`config.mk`:
```
export PLATFORM = sky130hd
export DESIGN_NAME = utf8_to_bmp_decoder
export DESIGN_NICKNAME = d
export VERILOG_FILES = /design/src/rtl/core/u8bmp_pkg.sv /design/src/rtl/core/utf8_to_bmp_decoder.sv
export SDC_FILE = /design/constraint.sdc
export NUM_CORES = 1
export LEC_CHECK = 0
export ABC_AREA = 1
export BUFFER_PORTS_ARGS = -buffer_cell sky130_fd_sc_hd__buf_2
export CAP_MARGIN = 40
export CORE_ASPECT_RATIO = 0.7
export CORE_MARGIN = 1.5
export CORE_UTILIZATION = 56
export DETAILED_ROUTE_END_ITERATION = 7
export PLACE_DENSITY_LB_ADDON = 0.15
export SYNTH_ARGS = -nofsm -noshare
export SYNTH_HDL_FRONTEND = slang
export SYNTH_SLANG_ARGS = --single-unit
export TNS_END_PERCENT = 5
```
`constraint.sdc`:
```
create_clock -name clk -period 3.2 [get_ports clk]
set_input_delay 0.96 -clock clk [delete_from_list [all_inputs] [get_ports clk]]
set_output_delay 0.96 -clock clk [all_outputs]
set_load 0.005 [all_outputs]
```
`src/rtl/core/u8bmp_pkg.sv`:
```
// Package for the UTF-8 to 16-bit code unit decoder.
// Holds payload structs, status codes, counter width and the lead byte tables.
// No dependencies.
`default_nettype none

package u8bmp_pkg;

  // Width of the internal unit counter (8 to 32)
  localparam int CountWidth = 16;

  // Result status codes
  localparam logic [2:0] StatusOk       = 3'd0;
  localparam logic [2:0] StatusBadCont  = 3'd1;
  localparam logic [2:0] StatusOverlong = 3'd2;
  localparam logic [2:0] StatusBeyond   = 3'd3;
  localparam logic [2:0] StatusFull     = 3'd4;

  // Result kinds
  localparam logic KindUnit    = 1'b0;
  localparam logic KindSummary = 1'b1;

  typedef struct packed {
    logic [7:0] data_byte;
    logic       end_of_string;
  } in_item_t;

  typedef struct packed {
    logic        kind;
    logic [15:0] code_unit;
    logic [15:0] unit_count;
    logic [2:0]  status;
    logic        last_of_run;
  } out_item_t;

  // Number of continuation bytes announced by a lead byte, zero for none
  function automatic logic [2:0] lead_len(input logic [7:0] b);
    logic [2:0] len;
    if (b < 8'hC0)      len = 3'd0;
    else if (b < 8'hE0) len = 3'd1;
    else if (b < 8'hF0) len = 3'd2;
    else if (b < 8'hF8) len = 3'd3;
    else if (b < 8'hFC) len = 3'd4;
    else if (b < 8'hFE) len = 3'd5;
    else                len = 3'd0;
    return len;
  endfunction

  // Payload bits kept from a lead byte
  function automatic logic [6:0] lead_mask(input logic [2:0] len);
    logic [6:0] m;
    case (len)
      3'd0:    m = 7'h7F;
      3'd1:    m = 7'h1F;
      3'd2:    m = 7'h0F;
      3'd3:    m = 7'h07;
      3'd4:    m = 7'h03;
      3'd5:    m = 7'h01;
      default: m = 7'h01;
    endcase
    return m;
  endfunction

  // Smallest value that is not overlong for a sequence class
  function automatic logic [30:0] min_value(input logic [2:0] cls);
    logic [30:0] v;
    case (cls)
      3'd0:    v = 31'h0;
      3'd1:    v = 31'h80;
      3'd2:    v = 31'h800;
      3'd3:    v = 31'h10000;
      3'd4:    v = 31'h200000;
      default: v = 31'h4000000;
    endcase
    return v;
  endfunction

  // Saturating increment of the unit counter
  function automatic logic [CountWidth-1:0] sat_inc(input logic [CountWidth-1:0] v);
    logic [CountWidth-1:0] r;
    if (v == {CountWidth{1'b1}}) r = v;
    else                         r = v + 1'b1;
    return r;
  endfunction

endpackage

`default_nettype wire

```
`src/rtl/core/utf8_to_bmp_decoder.sv`:
```
// Top level of the UTF-8 to 16-bit code unit decoder.
// Input register, single-pass decode logic and a four-entry result queue.
// Depends on u8bmp_pkg.
`default_nettype none

//  channel  | handshake          | payload     | direction
//  ---------+--------------------+-------------+----------
//  in       | in_valid/in_stall  | in_data     | into block
//  out      | out_valid/out_stall| out_data    | out of block
//  cfg      | cfg_we             | cfg_wdata   | into block
//
// One byte is accepted per cycle while in_stall is low; each byte is decoded from
// the input register, and its zero, one or two results enter the result queue.
// A result passes through the input register and the result queue before it
// raises out_valid, and it is taken at a rising edge where out_stall is low.
// The queue drains one result per cycle while out_stall is low, so input stalls
// only while the queue holds more than two results. Reset (rst, synchronous)
// clears the decode state, the queue and the capacity register.

module utf8_to_bmp_decoder
  import u8bmp_pkg::*;
(
  input  wire logic        clk,
  input  wire logic        rst,
  input  wire logic        in_valid,
  output      logic        in_stall,
  input  wire in_item_t    in_data,
  output      logic        out_valid,
  input  wire logic        out_stall,
  output      out_item_t   out_data,
  input  wire logic        cfg_we,
  input  wire logic [15:0] cfg_wdata
);

  localparam int QDepth = 4;
  localparam int QPtrW  = 2;

  // Configuration
  logic [15:0] unit_capacity;

  // Input register
  logic     in_full;
  in_item_t in_q;

  // Decode state
  logic [2:0]            bytes_remaining, bytes_remaining_next;
  logic [2:0]            sequence_class, sequence_class_next;
  logic [30:0]           value_accumulator, value_accumulator_next;
  logic [CountWidth-1:0] units_done, units_done_next;
  logic [2:0]            error_code, error_code_next;

  // Result queue
  out_item_t        queue [QDepth];
  logic [QPtrW-1:0] wr_ptr, rd_ptr;
  logic [QPtrW:0]   q_count;

  // Decode outputs
  out_item_t   res0, res1;
  logic [1:0]  n_push;
  logic        advance;
  logic        pop;
  logic [30:0] acc_shift;
  logic [2:0]  len;
  logic [2:0]  br_dec;
  logic [2:0]  cls;
  logic [31:0] count_wide;
  logic [15:0] count_field;
  out_item_t   unit_res;
  out_item_t   summary_res;
  logic        emit_unit;

  assign advance   = in_full && (q_count <= (QPtrW+1)'(QDepth - 2));
  assign in_stall  = in_full && !advance;
  assign pop       = out_valid && !out_stall;
  assign out_valid = (q_count != '0);
  assign out_data  = queue[rd_ptr];

  // Capture configuration writes
  always_ff @(posedge clk) begin
    if (rst) begin
      unit_capacity <= '0;
    end else if (cfg_we) begin
      unit_capacity <= cfg_wdata;
    end
  end

  // Hold the next input transaction
  always_ff @(posedge clk) begin
    if (rst) begin
      in_full <= 1'b0;
    end else if (!in_stall) begin
      in_full <= in_valid;
    end
  end

  always_ff @(posedge clk) begin
    if (in_valid && !in_stall) begin
      in_q <= in_data;
    end
  end

  // Decode the registered byte
  always_comb begin
    bytes_remaining_next   = bytes_remaining;
    sequence_class_next    = sequence_class;
    value_accumulator_next = value_accumulator;
    units_done_next        = units_done;
    error_code_next        = error_code;
    emit_unit              = 1'b0;
    unit_res               = '0;
    unit_res.kind          = KindUnit;
    summary_res            = '0;
    len                    = lead_len(in_q.data_byte);
    br_dec                 = bytes_remaining - 3'd1;
    acc_shift              = {value_accumulator[24:0], in_q.data_byte[5:0]};
    cls                    = (sequence_class > 3'd5) ? 3'd5 : sequence_class;

    if (unit_capacity == '0) begin
      // Count mode: lenient, no values
      if (bytes_remaining != 3'd0) begin
        if (in_q.data_byte[7:6] == 2'b10) begin
          bytes_remaining_next = br_dec;
          if (br_dec == 3'd0) begin
            units_done_next = sat_inc(units_done);
          end
        end else begin
          // End the open character, then start a new one
          bytes_remaining_next = 3'd0;
          units_done_next      = sat_inc(units_done);
          if (len == 3'd0) begin
            units_done_next = sat_inc(units_done_next);
          end else begin
            bytes_remaining_next = len;
            sequence_class_next  = len;
          end
        end
      end else if (len == 3'd0) begin
        units_done_next = sat_inc(units_done);
      end else begin
        bytes_remaining_next = len;
        sequence_class_next  = len;
      end
    end else if (error_code == StatusOk) begin
      if (bytes_remaining != 3'd0) begin
        if (in_q.data_byte[7:6] != 2'b10) begin
          error_code_next = StatusBadCont;
        end else begin
          value_accumulator_next = acc_shift;
          bytes_remaining_next   = br_dec;
          if (br_dec == 3'd0) begin
            if (acc_shift < min_value(cls)) begin
              error_code_next = StatusOverlong;
            end else if (acc_shift >= 31'h10000) begin
              error_code_next = StatusBeyond;
            end else begin
              emit_unit          = 1'b1;
              unit_res.code_unit = acc_shift[15:0];
              units_done_next    = sat_inc(units_done);
            end
          end
        end
      end else if (32'(units_done) >= 32'(unit_capacity)) begin
        error_code_next = StatusFull;
      end else if (len == 3'd0) begin
        // Plain ASCII or stray byte: low seven bits
        emit_unit          = 1'b1;
        unit_res.code_unit = {9'd0, in_q.data_byte[6:0]};
        units_done_next    = sat_inc(units_done);
      end else begin
        value_accumulator_next = {24'd0, in_q.data_byte[6:0] & lead_mask(len)};
        bytes_remaining_next   = len;
        sequence_class_next    = len;
      end
    end

    // Build the summary from the updated state
    count_wide  = (error_code_next == StatusOk) ? 32'(units_done_next) : 32'd0;
    count_field = (count_wide > 32'hFFFF) ? 16'hFFFF : count_wide[15:0];
    summary_res.kind        = KindSummary;
    summary_res.unit_count  = count_field;
    summary_res.status      = error_code_next;
    summary_res.last_of_run = 1'b1;

    if (in_q.end_of_string) begin
      bytes_remaining_next   = 3'd0;
      sequence_class_next    = 3'd0;
      value_accumulator_next = '0;
      units_done_next        = '0;
      error_code_next        = StatusOk;
    end

    // Order the results for the queue
    if (emit_unit) begin
      res0 = unit_res;
      res1 = summary_res;
    end else begin
      res0 = summary_res;
      res1 = summary_res;
    end
    n_push = 2'(emit_unit) + 2'(in_q.end_of_string);
  end

  // Advance decode state
  always_ff @(posedge clk) begin
    if (rst) begin
      bytes_remaining   <= '0;
      sequence_class    <= '0;
      value_accumulator <= '0;
      units_done        <= '0;
      error_code        <= StatusOk;
    end else if (advance) begin
      bytes_remaining   <= bytes_remaining_next;
      sequence_class    <= sequence_class_next;
      value_accumulator <= value_accumulator_next;
      units_done        <= units_done_next;
      error_code        <= error_code_next;
    end
  end

  // Write results into the queue
  always_ff @(posedge clk) begin
    if (advance && n_push != 2'd0) begin
      queue[wr_ptr] <= res0;
    end
    if (advance && n_push == 2'd2) begin
      queue[wr_ptr + 1'b1] <= res1;
    end
  end

  // Track queue pointers and fill level
  always_ff @(posedge clk) begin
    if (rst) begin
      wr_ptr  <= '0;
      rd_ptr  <= '0;
      q_count <= '0;
    end else begin
      if (advance) begin
        wr_ptr <= wr_ptr + QPtrW'(n_push);
      end
      if (pop) begin
        rd_ptr <= rd_ptr + 1'b1;
      end
      q_count <= q_count + (advance ? (QPtrW+1)'(n_push) : '0) - (QPtrW+1)'(pop);
    end
  end

endmodule

`default_nettype wire
```
==> results of run 1 <==
==> cell usage after synthesis (3+ instances only) <==
| cell | number | area, sq um |
|---|---|---|
| a21oi_1 | 131 | 656 |
| nand3_2 | 18 | 180 |
| nand2_4 | 3 | 33.8 |
| nand4_1 | 32 | 200 |
| nor2_4 | 4 | 45.0 |
| buf_4 | 17 | 128 |
| o22ai_1 | 37 | 231 |
| o21ai_2 | 3 | 26.3 |
| clkbuf_1 | 73 | 274 |
| clkinv_1 | 6 | 22.5 |
| inv_1 | 130 | 488 |
| nor3_1 | 13 | 65.1 |
| o21ai_1 | 6 | 30.0 |
| nor2_2 | 13 | 81.3 |
| o211ai_1 | 13 | 97.6 |
| xnor2_1 | 4 | 35.0 |
| inv_2 | 7 | 26.3 |
| ha_1 | 32 | 400 |
| nand2_1 | 346 | 1300 |
| nand3_1 | 187 | 936 |
| nor2_1 | 202 | 758 |
| buf_1 | 7 | 26.3 |
| buf_2 | 18 | 90.1 |
| nand2_2 | 16 | 100 |
| dfxtp_1 | 144 | 2880 |
| edfxtp_1 | 85 | 2550 |
| a211oi_1 | 8 | 60.1 |
| o21ai_0 | 206 | 1030 |
| xor2_1 | 6 | 52.6 |
==> final cells by class <==
type | instances | area share [%]
repair buffers | 206 | 9.53
multi-input cells | 1302 | 44.3
flip-flops and latches | 229 | 35.3
clock buffers | 31 | 4.24
clock inverters | 9 | 0.582
well taps | 312 | 2.52
inverters | 144 | 3.54
repair inverters | 1 | 0.0485
==> critical path: stages (launching register included) <==
cell and delay [ns]:
dfxtp_4 0.40, nand3_2 0.12, ha_4 0.29, a21oi_2 0.05
nand2_1 0.08, o21ai_1 0.06, nand3_1 0.08, a21oi_2 0.07
nand2_2 0.09, nand2_4 0.06, nor2_4 0.13, nand2_2 0.09
o21ai_4 0.11, inv_2 0.07, ha_4 0.28, nand2_4 0.05
ha_4 0.26, inv_2 0.04, ha_4 0.15, fa_2 0.53
inv_2 0.04, nor2_1 0.09
==> metal layers <==
layer  routed length (um)  vias to the layer above  global-route usage, %  share of wire (%)
li1                     -                     6308                      -                  -
met3                 5230                       89                   7.65                 12
met1                18600                     6171                   51.0                 44
met5                    0                        -                      0                  0
met2                17400                      759                   48.4                 41
met4                  947                        0                   9.16                2.2
==> report_power, final <==
| group | total (W) | internal [W] | switching (W) | leakage (nW) |
|---|---|---|---|---|
| clock | 0.00269 | 0.00153 | 0.00116 | 0.358 |
| combinational | 0.00398 | 0.00136 | 0.00262 | 3.79 |
| sequential | 0.00356 | 0.00335 | 0.000212 | 1.88 |
| total | 0.0102 | 0.00624 | 0.00400 | 6.03 |
==> repair_timing <==
action	CTS	global route
setup endpoints to repair	20	232
setup buffers	12	1
gates cloned	0	1
resized for setup	12	99
pin swaps	9	28
==> logic make-up after synthesis <==
family | count (synthesis) | share of synthesized area [%]
buffers and inverters | 261 | 8.31
XOR/XNOR | 10 | 0.670
AO/OA/AOI/OAI | 414 | 17.1
AND/OR/NAND/NOR | 845 | 29.1
adder cells (fa/ha/maj) | 33 | 3.22
flip-flops | 229 | 41.6
==> stage by stage <==
step	hold slack (ns)	util, %
final	0.454	67.9
after global routing	0.465	67.9
after CTS	0.453	66.7
after detailed placement	0.436	62.8
after global placement	0.432	62.8
after floorplan	0.421	-
==> state kept, by name, summed over array words and instances, names as in the netlist, named ones only <==
register and count:
wr_ptr 2, q_count 3, queue 144, value_accumulator 25, bytes_remaining 3, acc_shift 6
error_code 3, unit_capacity 16, sequence_class 3, rd_ptr 2, in_full 1, in_q 3
units_done 16
==> path summary, 6_finish.rpt <==
path                                  startpoint                    end  slack, ns  cells past startpoint
setup reg to reg  sequence_class[1]$_SDFFE_PP0P_  q_count[1]$_SDFF_PP0_      -0.02                     21
setup / recovery  sequence_class[1]$_SDFFE_PP0P_  q_count[1]$_SDFF_PP0_      -0.02                     21
hold / removal            rd_ptr[1]$_SDFFE_PP0P_              flip-flop       0.45                      2
hold reg to reg           rd_ptr[1]$_SDFFE_PP0P_              flip-flop       0.45                      2
==> results.toml, run 1 <==
[run_status]
status = "finished, violations left"
violations = "setup timing"

[die]
die_w_um = 186
fp.coreArea_sq_um = 22800
io_pins = 69
die_h_um = 131
start_util_pct = 57.4
die-area_sq_um = 24300
row_count = 46

[finish]
ff_latch_area_sq_um = 5460
area_delta_synth_final_pct = 18.4
multi_input_area_sq_um = 6850
fin_area_sq_um = 15500
nFillCells = 1965
diodes = 0
fin_nets = 1970
layout-drive-gt1-share_pct = 20.1
layout_commonest_cell = "nand2_1"
finalNonFillerCells = 2234
layout_common_cells = "nand2_1, nor2_1, nand3_1, o21ai_0, dfxtp_1"

[worst_setup_path]
cp.arrival_ns = 3.68
end_kind = "flip-flop"
crit_type = "flip-flop to flip-flop"
cp.required_ns = 3.66
cp_max_fo = 6
startpoint_type = "flip-flop"

[timing]
setup_slack_ns = -0.0223
worst_pin_slew_ns = 0.813
maxSlewViolCount = 0
setup_viol = 1
min_period_ns = 3.22
slew_headroom_pct = 45.7
min_period_over_period_pct = 101
rsz0062_at_grt = "yes"
fin_setup_tns_ns = -0.0223
worst_clock_skew_ns = 0.0276
finalHoldViolations = 0
clock.fmax_mhz = 310

[clock_tree]
ctsHtreeMaxLevel = 1
ctsHoldBuffers = 0
cts.sinks = 229
cts_tree = "built"
clockBufferDepth = 3
numCtsBuffers = 23
clock-root-buffer = "clkbuf_16"
clk_pin_slew_ns = 0.07
clk_latency_ns = 0.52

[drt]
drt-total-wl_um = 42200
drt_iter0_markers = 1769
viasPerCell = 5.97
ant_nets = 0
drt_first_pass_iters = 5
drcViolationCount = 0
vias = 13327
wl_per_cell_um = 18.9

[placed_design]
io_buffers = 68
place_area_sq_um = 14300
dp_hpwl_um = 28300
dp.cells = 2180
place_ws_ns = -0.0416
place_congestion = 1.01

[grt]
grt_max_degree = 52
grtUsageTotal_pct = 33.9
grt_pass1_vias = 11634
grt_first_pass_wirelength_um = 64200
gr-total-overflow = 0
antenna_found_initial = 0

[power_and_ir_drop]
power_density_nw_per_um2 = 661
ir_worst_vdd_mv = 0.532
p_leak_nw = 6.03
design_power_total_w = 0.0102

[synthesis]
synth_cell_types = 49
syn_area_sq_um = 13100
ys_ff_latch = 229
synthArstFlopShare_pct = 0
synth-main-ff-cell = "dfxtp_1"
synth_edf_count = 85
yosys_warnings = 0
synth_area_per_cell_sq_um = 7.29
syn_nets = 1855
syn-instance-count = 1792
ys_seq_area_share_pct = 41.6

[run]
maxCapViolations = 0

[hold_path]
hold_class = "flip-flop to flip-flop"
No activity file was read; power rests on OpenSTA's default activity.
==> inputs of run 2 (changes only) <==
--- a/config.mk
+++ b/config.mk
@@ -13,6 +13,7 @@
 export CORE_UTILIZATION = 56
 export DETAILED_ROUTE_END_ITERATION = 7
 export PLACE_DENSITY_LB_ADDON = 0.15
+export SETUP_SLACK_MARGIN = 0.02
 export SYNTH_ARGS = -nofsm -noshare
 export SYNTH_HDL_FRONTEND = slang
 export SYNTH_SLANG_ARGS = --single-unit
==> results.toml, run 2 (synthesized netlist as in run 1, its figures left out) <==
[placed_design]
dp_hpwl_um = 28200
place_congestion = 1.05
io_buffers = 68
place_ws_ns = -0.00182
place_area_sq_um = 14300

[power_and_ir_drop]
ir_worst_vdd_mv = 0.385
power_density_nw_per_um2 = 663
p_leak_nw = 6.00
design_power_total_w = 0.0102

[die]
die_w_um = 186
io_pins = 69
die-area_sq_um = 24300
row_count = 46
fp.coreArea_sq_um = 22800
start_util_pct = 57.4
die_h_um = 131

[finish]
nFillCells = 1938
layout_commonest_cell = "nand2_1"
area_delta_synth_final_pct = 18.0
largest_registers = "queue x144, value_accumulator x25"
layout-drive-gt1-share_pct = 18.9
fin_area_sq_um = 15400
top_register = "queue"
postLayoutCoreUtil_pct = 67.7
layout_common_cells = "nand2_1, o21ai_0, nor2_1, nand3_1, dfxtp_1"
fin_nets = 1953
largest_reg_flops = 144

[grt]
gr-total-overflow = 0
antenna_found_initial = 1
grt_pass1_vias = 11762
grt_first_pass_wirelength_um = 64100
grt_max_degree = 53
grtUsageTotal_pct = 33.9

[drt]
drt_iter0_markers = 1621
drt-total-wl_um = 42100
routed.top_layer = "met5"
met3WireLength_um = 5150
wl_per_cell_um = 19.0
ant_nets = 0
vias = 13266
viasPerCell = 5.98
drt_first_pass_iters = 6
routed-wl-met2_um = 17500
drcViolationCount = 0
wl_met1_um = 18300

[timing]
maxSlewViolCount = 0
min_period_over_period_pct = 99.6
finalHoldViolations = 0
rsz0062_at_grt = "yes"
setup_viol = 0
worst_pin_slew_ns = 0.858
hold-worst-slack_ns = 0.459
setup_slack_ns = 0.0123
slew_headroom_pct = 42.6
min_period_ns = 3.19
clock.fmax_mhz = 314
worst_clock_skew_ns = 0.0224

[clock_tree]
cts_tree = "built"
cts.sinks = 229
clock-root-buffer = "clkbuf_16"
ctsHtreeMaxLevel = 1
clockBufferDepth = 3
clk_pin_slew_ns = 0.06
ctsHoldBuffers = 0
clk_latency_ns = 0.53
numCtsBuffers = 23

[worst_setup_path]
cp.arrival_ns = 3.65
startpoint_type = "flip-flop"
rr_worst_depth = 20
end_kind = "flip-flop"
critical_path.slowest_cell = "fa_2"
reg2reg_slack_ns = 0.01
regToRegEndpoint = "q_count[1]$_SDFF_PP0_"
cp_slowest_stage_delay_ns = 0.53
crit_type = "flip-flop to flip-flop"
endpoint = "q_count[1]$_SDFF_PP0_"
crit_path_cell_trace = "o21ai_2 > ha_1 > nand2_1 > nor2_2 > buf_4 > a21oi_2 > nand2_2 > nand2_4 > nor2_4 > nand2_2 > o21ai_4 > inv_2 > ha_4 > nand2_4 > ha_4 > inv_4 > ha_4 > fa_2 > inv_2 > nor2_1"
cp.required_ns = 3.67
critPathLaunch = "sequence_class[1]$_SDFFE_PP0P_"
cp_common_cell = "ha_4"
cp_max_fo = 6
reg2reg_from = "sequence_class[1]$_SDFFE_PP0P_"

[run_status]
status = "complete, no violations"

[run]
maxCapViolations = 0

[hold_path]
hold_class = "flip-flop to flip-flop"
hp-start = "queue[0][0]$_SDFFE_PP1P_"
[run 2: how the worst min path moves through the flow]
| stage | end | slack [ns] | cells past startpoint |
|---|---|---|---|
| after global routing | queue[2][0]$_SDFFE_PP1P_ | 0.47 | 2 |
| final | queue[0][0]$_SDFFE_PP1P_ | 0.46 | 2 |
| after CTS | queue[2][0]$_SDFFE_PP1P_ | 0.46 | 2 |
| after floorplan | queue[1][0]$_SDFFE_PP1P_ | 0.42 | 2 |
| after global placement | queue[1][0]$_SDFFE_PP1P_ | 0.44 | 2 |
| after detailed placement | queue[2][0]$_SDFFE_PP1P_ | 0.44 | 2 |
[run 2: routing by layer]
metal	up-vias	global-route usage (%)
li1	6278	-
met3	86	10.3
met4	2	10.5
met1	6206	48.8
met2	694	48.5
met5	-	0
[run 2: worst max-delay path, delay by kind of cell, from the launching register on]
family	cells	cell delay (ns)
compound gates	3	0.21
fa+ha+maj	5	1.51
buf+inv	4	0.26
flops	1	0.41
simple gates	8	0.72
[run 2: area by class of cell]
| cell class | instances | area [sq um] | area share, % |
|---|---|---|---|
| tap | 312 | 390 | 2.53 |
| inverter | 144 | 551 | 3.57 |
| multi-input combinational | 1302 | 6900 | 44.7 |
| clock buffer | 26 | 597 | 3.87 |
| antenna | 1 | 2.50 | 0.0162 |
| timing repair buffer | 190 | 1410 | 9.16 |
| clock inverter | 16 | 119 | 0.770 |
| sequential | 229 | 5460 | 35.4 |
[run 2: timing repair]
item / 4_1_cts / 5_1_grt
resized for setup: 4 / 81
pin swaps: 4 / 22
setup buffers: 4 / 6
endpoints found under the setup margin: 6 / 221
[run 2: report_power, final]
| part | switching (W) | leakage (nW) | internal [W] | total (W) |
|---|---|---|---|---|
| sequential | 0.000207 | 1.88 | 0.00335 | 0.00356 |
| clock | 0.00116 | 0.356 | 0.00143 | 0.00259 |
| combinational | 0.00267 | 3.76 | 0.00140 | 0.00407 |
[run 2: per-stage QoR]
step                      std cells  TNS (ns)
after floorplan                1792         0
after global placement         2167         0
after detailed placement       2167  -0.00182
after CTS                      2213         0
after global routing           2219     -4.15
final                          2220         0
==> inputs of run 3 (changes only) <==
--- a/config.mk
+++ b/config.mk
@@ -5,13 +5,13 @@
 export SDC_FILE = /design/constraint.sdc
 export NUM_CORES = 1
 export LEC_CHECK = 0
-export ABC_AREA = 1
 export BUFFER_PORTS_ARGS = -buffer_cell sky130_fd_sc_hd__buf_2
-export CAP_MARGIN = 40
+export CAP_MARGIN = 5
 export CORE_ASPECT_RATIO = 0.7
 export CORE_MARGIN = 1.5
 export CORE_UTILIZATION = 56
 export DETAILED_ROUTE_END_ITERATION = 7
+export MAX_ROUTING_LAYER = met4
 export PLACE_DENSITY_LB_ADDON = 0.15
 export SETUP_SLACK_MARGIN = 0.02
 export SYNTH_ARGS = -nofsm -noshare
==> results.toml, run 3 <==
[run_status]
status = "finished, violations left"
violations = "DRC, setup timing"

[clock_tree]
clockBufferDepth = 3
clock-root-buffer = "clkbuf_16"
numCtsBuffers = 22
clk_latency_ns = 0.53
clk_pin_slew_ns = 0.07
cts_tree = "built"
ctsHtreeMaxLevel = 1
cts.sinks = 229

[synthesis]
synth_cell_types = 77
synthMuxAreaShare_pct = 8.76
synthTopCellsByArea = "dfxtp_1, edfxtp_1, mux4_2, nor2_1, a22o_1"
synthArstFlopShare_pct = 0
syn-instance-count = 1283
ys_seq_area_share_pct = 44.7
synth-adder-area-share_pct = 3.46
synth_area_per_cell_sq_um = 9.47
synth_top_area_cell = "dfxtp_1"
synth_edf_count = 85
syn_area_sq_um = 12200
synth_compound_area_share_pct = 17.4
synth_top_family_by_area = "simple AND/OR/NAND/NOR gates"
synth.most_common_cell = "nor2_1"
syn_nets = 1346
ys_ff_latch = 229
synthTopCellsByCount = "nor2_1, dfxtp_1, nand2_1"
synth-main-ff-cell = "dfxtp_1"
synth_top_area_share_pct = 23.7
yosys_warnings = 0
synth_simple_gate_area_share_pct = 19.5
yosys.area_share.xor_xnor_pct = 2.23

[finish]
layout_common_cells = "buf_4, nor2_1, dfxtp_1, nand2_1, edfxtp_1"
layout_commonest_cell = "buf_4"
top_register = "queue"
fin_nets = 1652
layout-drive-gt1-share_pct = 37.5
largest_registers = "queue x144, value_accumulator x25"
ff_latch_area_sq_um = 5480
multi_input_area_sq_um = 7000
finalNonFillerCells = 1882
area_delta_synth_final_pct = 36.6
nFillCells = 1369
largest_reg_flops = 144

[worst_setup_path]
path_buf_inv = 3
crit_path_cell_trace = "ha_4 > nand4_4 > nor4_4 > buf_4 > o21bai_4 > or4_4 > nor4_4 > buf_4 > mux2i_4 > o31ai_4 > a222oi_1 > buf_4 > nor2_1"
cp.required_ns = 3.47
cp_common_cell = "buf_4"
cp.arrival_ns = 3.94
cp_max_fo = 4
cpLargestDelayFamily = "simple AND/OR/NAND/NOR gates"
crit_type = "flip-flop to flip-flop"
critical_path.slowest_cell = "or4_4"
cp_slowest_stage_delay_ns = 0.61
end_kind = "flip-flop"
startpoint_type = "flip-flop"

[drt]
drt_first_pass_iters = 8
ant_nets = 0
vias = 11914
viasPerCell = 6.33
wl_per_cell_um = 21.6
drt_iter0_markers = 1415
drcViolationCount = 2
drt-total-wl_um = 40600

[grt]
gr-total-overflow = 0
grt_pass1_vias = 11088
antenna_found_initial = 1
grtUsageTotal_pct = 36.3
grt_max_degree = 37
grt_first_pass_wirelength_um = 61600

[power_and_ir_drop]
ir_worst_vdd_mv = 0.398
power_density_nw_per_um2 = 523
p_leak_nw = 6.49

[die]
fp.coreArea_sq_um = 21000
die_h_um = 126
row_count = 44
die_w_um = 179
io_pins = 69
start_util_pct = 57.8
die-area_sq_um = 22600

[timing]
slew_headroom_pct = 48.9
min_period_ns = 3.67
min_period_over_period_pct = 115
rsz0062_at_grt = "yes"
worst_clock_skew_ns = 0.0210
worst_pin_slew_ns = 0.759
clock.fmax_mhz = 273
finalHoldViolations = 0
setup_slack_ns = -0.468
setup_viol = 236
maxSlewViolCount = 0

[placed_design]
dp.cells = 1807
io_buffers = 68
place_ws_ns = -0.621
place_congestion = 1.01
dp_hpwl_um = 28300

[run]
maxCapViolations = 0

[hold_path]
hold_class = "flip-flop to flip-flop"
-- run 3: final timing paths --
kind	start	to	slack, ns	cells past startpoint
worst max-delay path	units_done[0]$_SDFFE_PP0P_	queue[0][18]$_DFFE_PP_	-0.47	13
worst min-delay path	value_accumulator[23]$_SDFFE_PP0P_	value_accumulator[23]$_SDFFE_PP0P_	0.45	2
worst max register to register	units_done[0]$_SDFFE_PP0P_	queue[0][18]$_DFFE_PP_	-0.47	13
worst min register to register	value_accumulator[23]$_SDFFE_PP0P_	value_accumulator[23]$_SDFFE_PP0P_	0.45	2
-- run 3: cell type report --
cell class | count | area share, %
inverters | 36 | 0.912
well taps | 276 | 2.08
multi-input cells | 934 | 42.2
diodes | 1 | 0.0151
repair buffers | 366 | 17.3
clock buffers | 28 | 3.64
clock inverters | 12 | 0.897
flip-flops and latches | 229 | 33.0
-- run 3: through the flow --
step / area (sq um) / power (W) / TNS [ns] / util [%] / hold slack (ns)
floorplan: 12300 / 0.00479 / -50.50 / - / 0.418
global placement: 14700 / 0.00567 / -64.31 / 70.1 / 0.430
detailed placement: 14700 / 0.00574 / -75.19 / 70.1 / 0.439
CTS: 16100 / 0.00858 / -31.11 / 76.8 / 0.448
global route: 16600 / 0.00902 / -76.84 / 78.9 / 0.462
finish: 16600 / 0.00869 / -54.59 / 78.9 / 0.449
-- run 3: power breakdown --
group / internal, W / total (W) / switching (W)
Sequential: 0.00330 / 0.00349 / 0.000196
Combinational: 0.00120 / 0.00246 / 0.00126
Clock: 0.00159 / 0.00273 / 0.00114
-- run 3: per-layer routing --
| layer | track usage (%) | share of wire [%] | up-vias |
|---|---|---|---|
| met5 | - | 0 | - |
| met4 | 9.51 | 2.4 | 0 |
| met3 | 9.66 | 12 | 95 |
| met2 | 50.1 | 43 | 727 |
| met1 | 52.3 | 43 | 5720 |
| li1 | - | - | 5372 |
-- run 3: cell families (layout without fill, tap and decap cells) --
| kind of cell | count (synthesis) | in the layout |
|---|---|---|
| compound gates | 311 | 311 |
| xor+xnor | 31 | 31 |
| fa+ha+maj | 33 | 33 |
| buf+inv | 120 | 442 |
| flops | 229 | 229 |
| mux | 61 | 61 |
| other cells | 0 | 1 |
| simple gates | 498 | 498 |
-- run 3: tightest hold or removal path: stages, from the launching register on --
cell and delay [ns]:
dfxtp_1 0.30, nand2_1 0.05, a21oi_1 0.05
-- run 3: what timing repair did --
item,4_1_cts,5_1_grt
cloned,0,1
setup endpoints to repair,240,240
buffers inserted,24,9
pin swaps,41,38
hold buffers,0,0
resized for setup,123,85
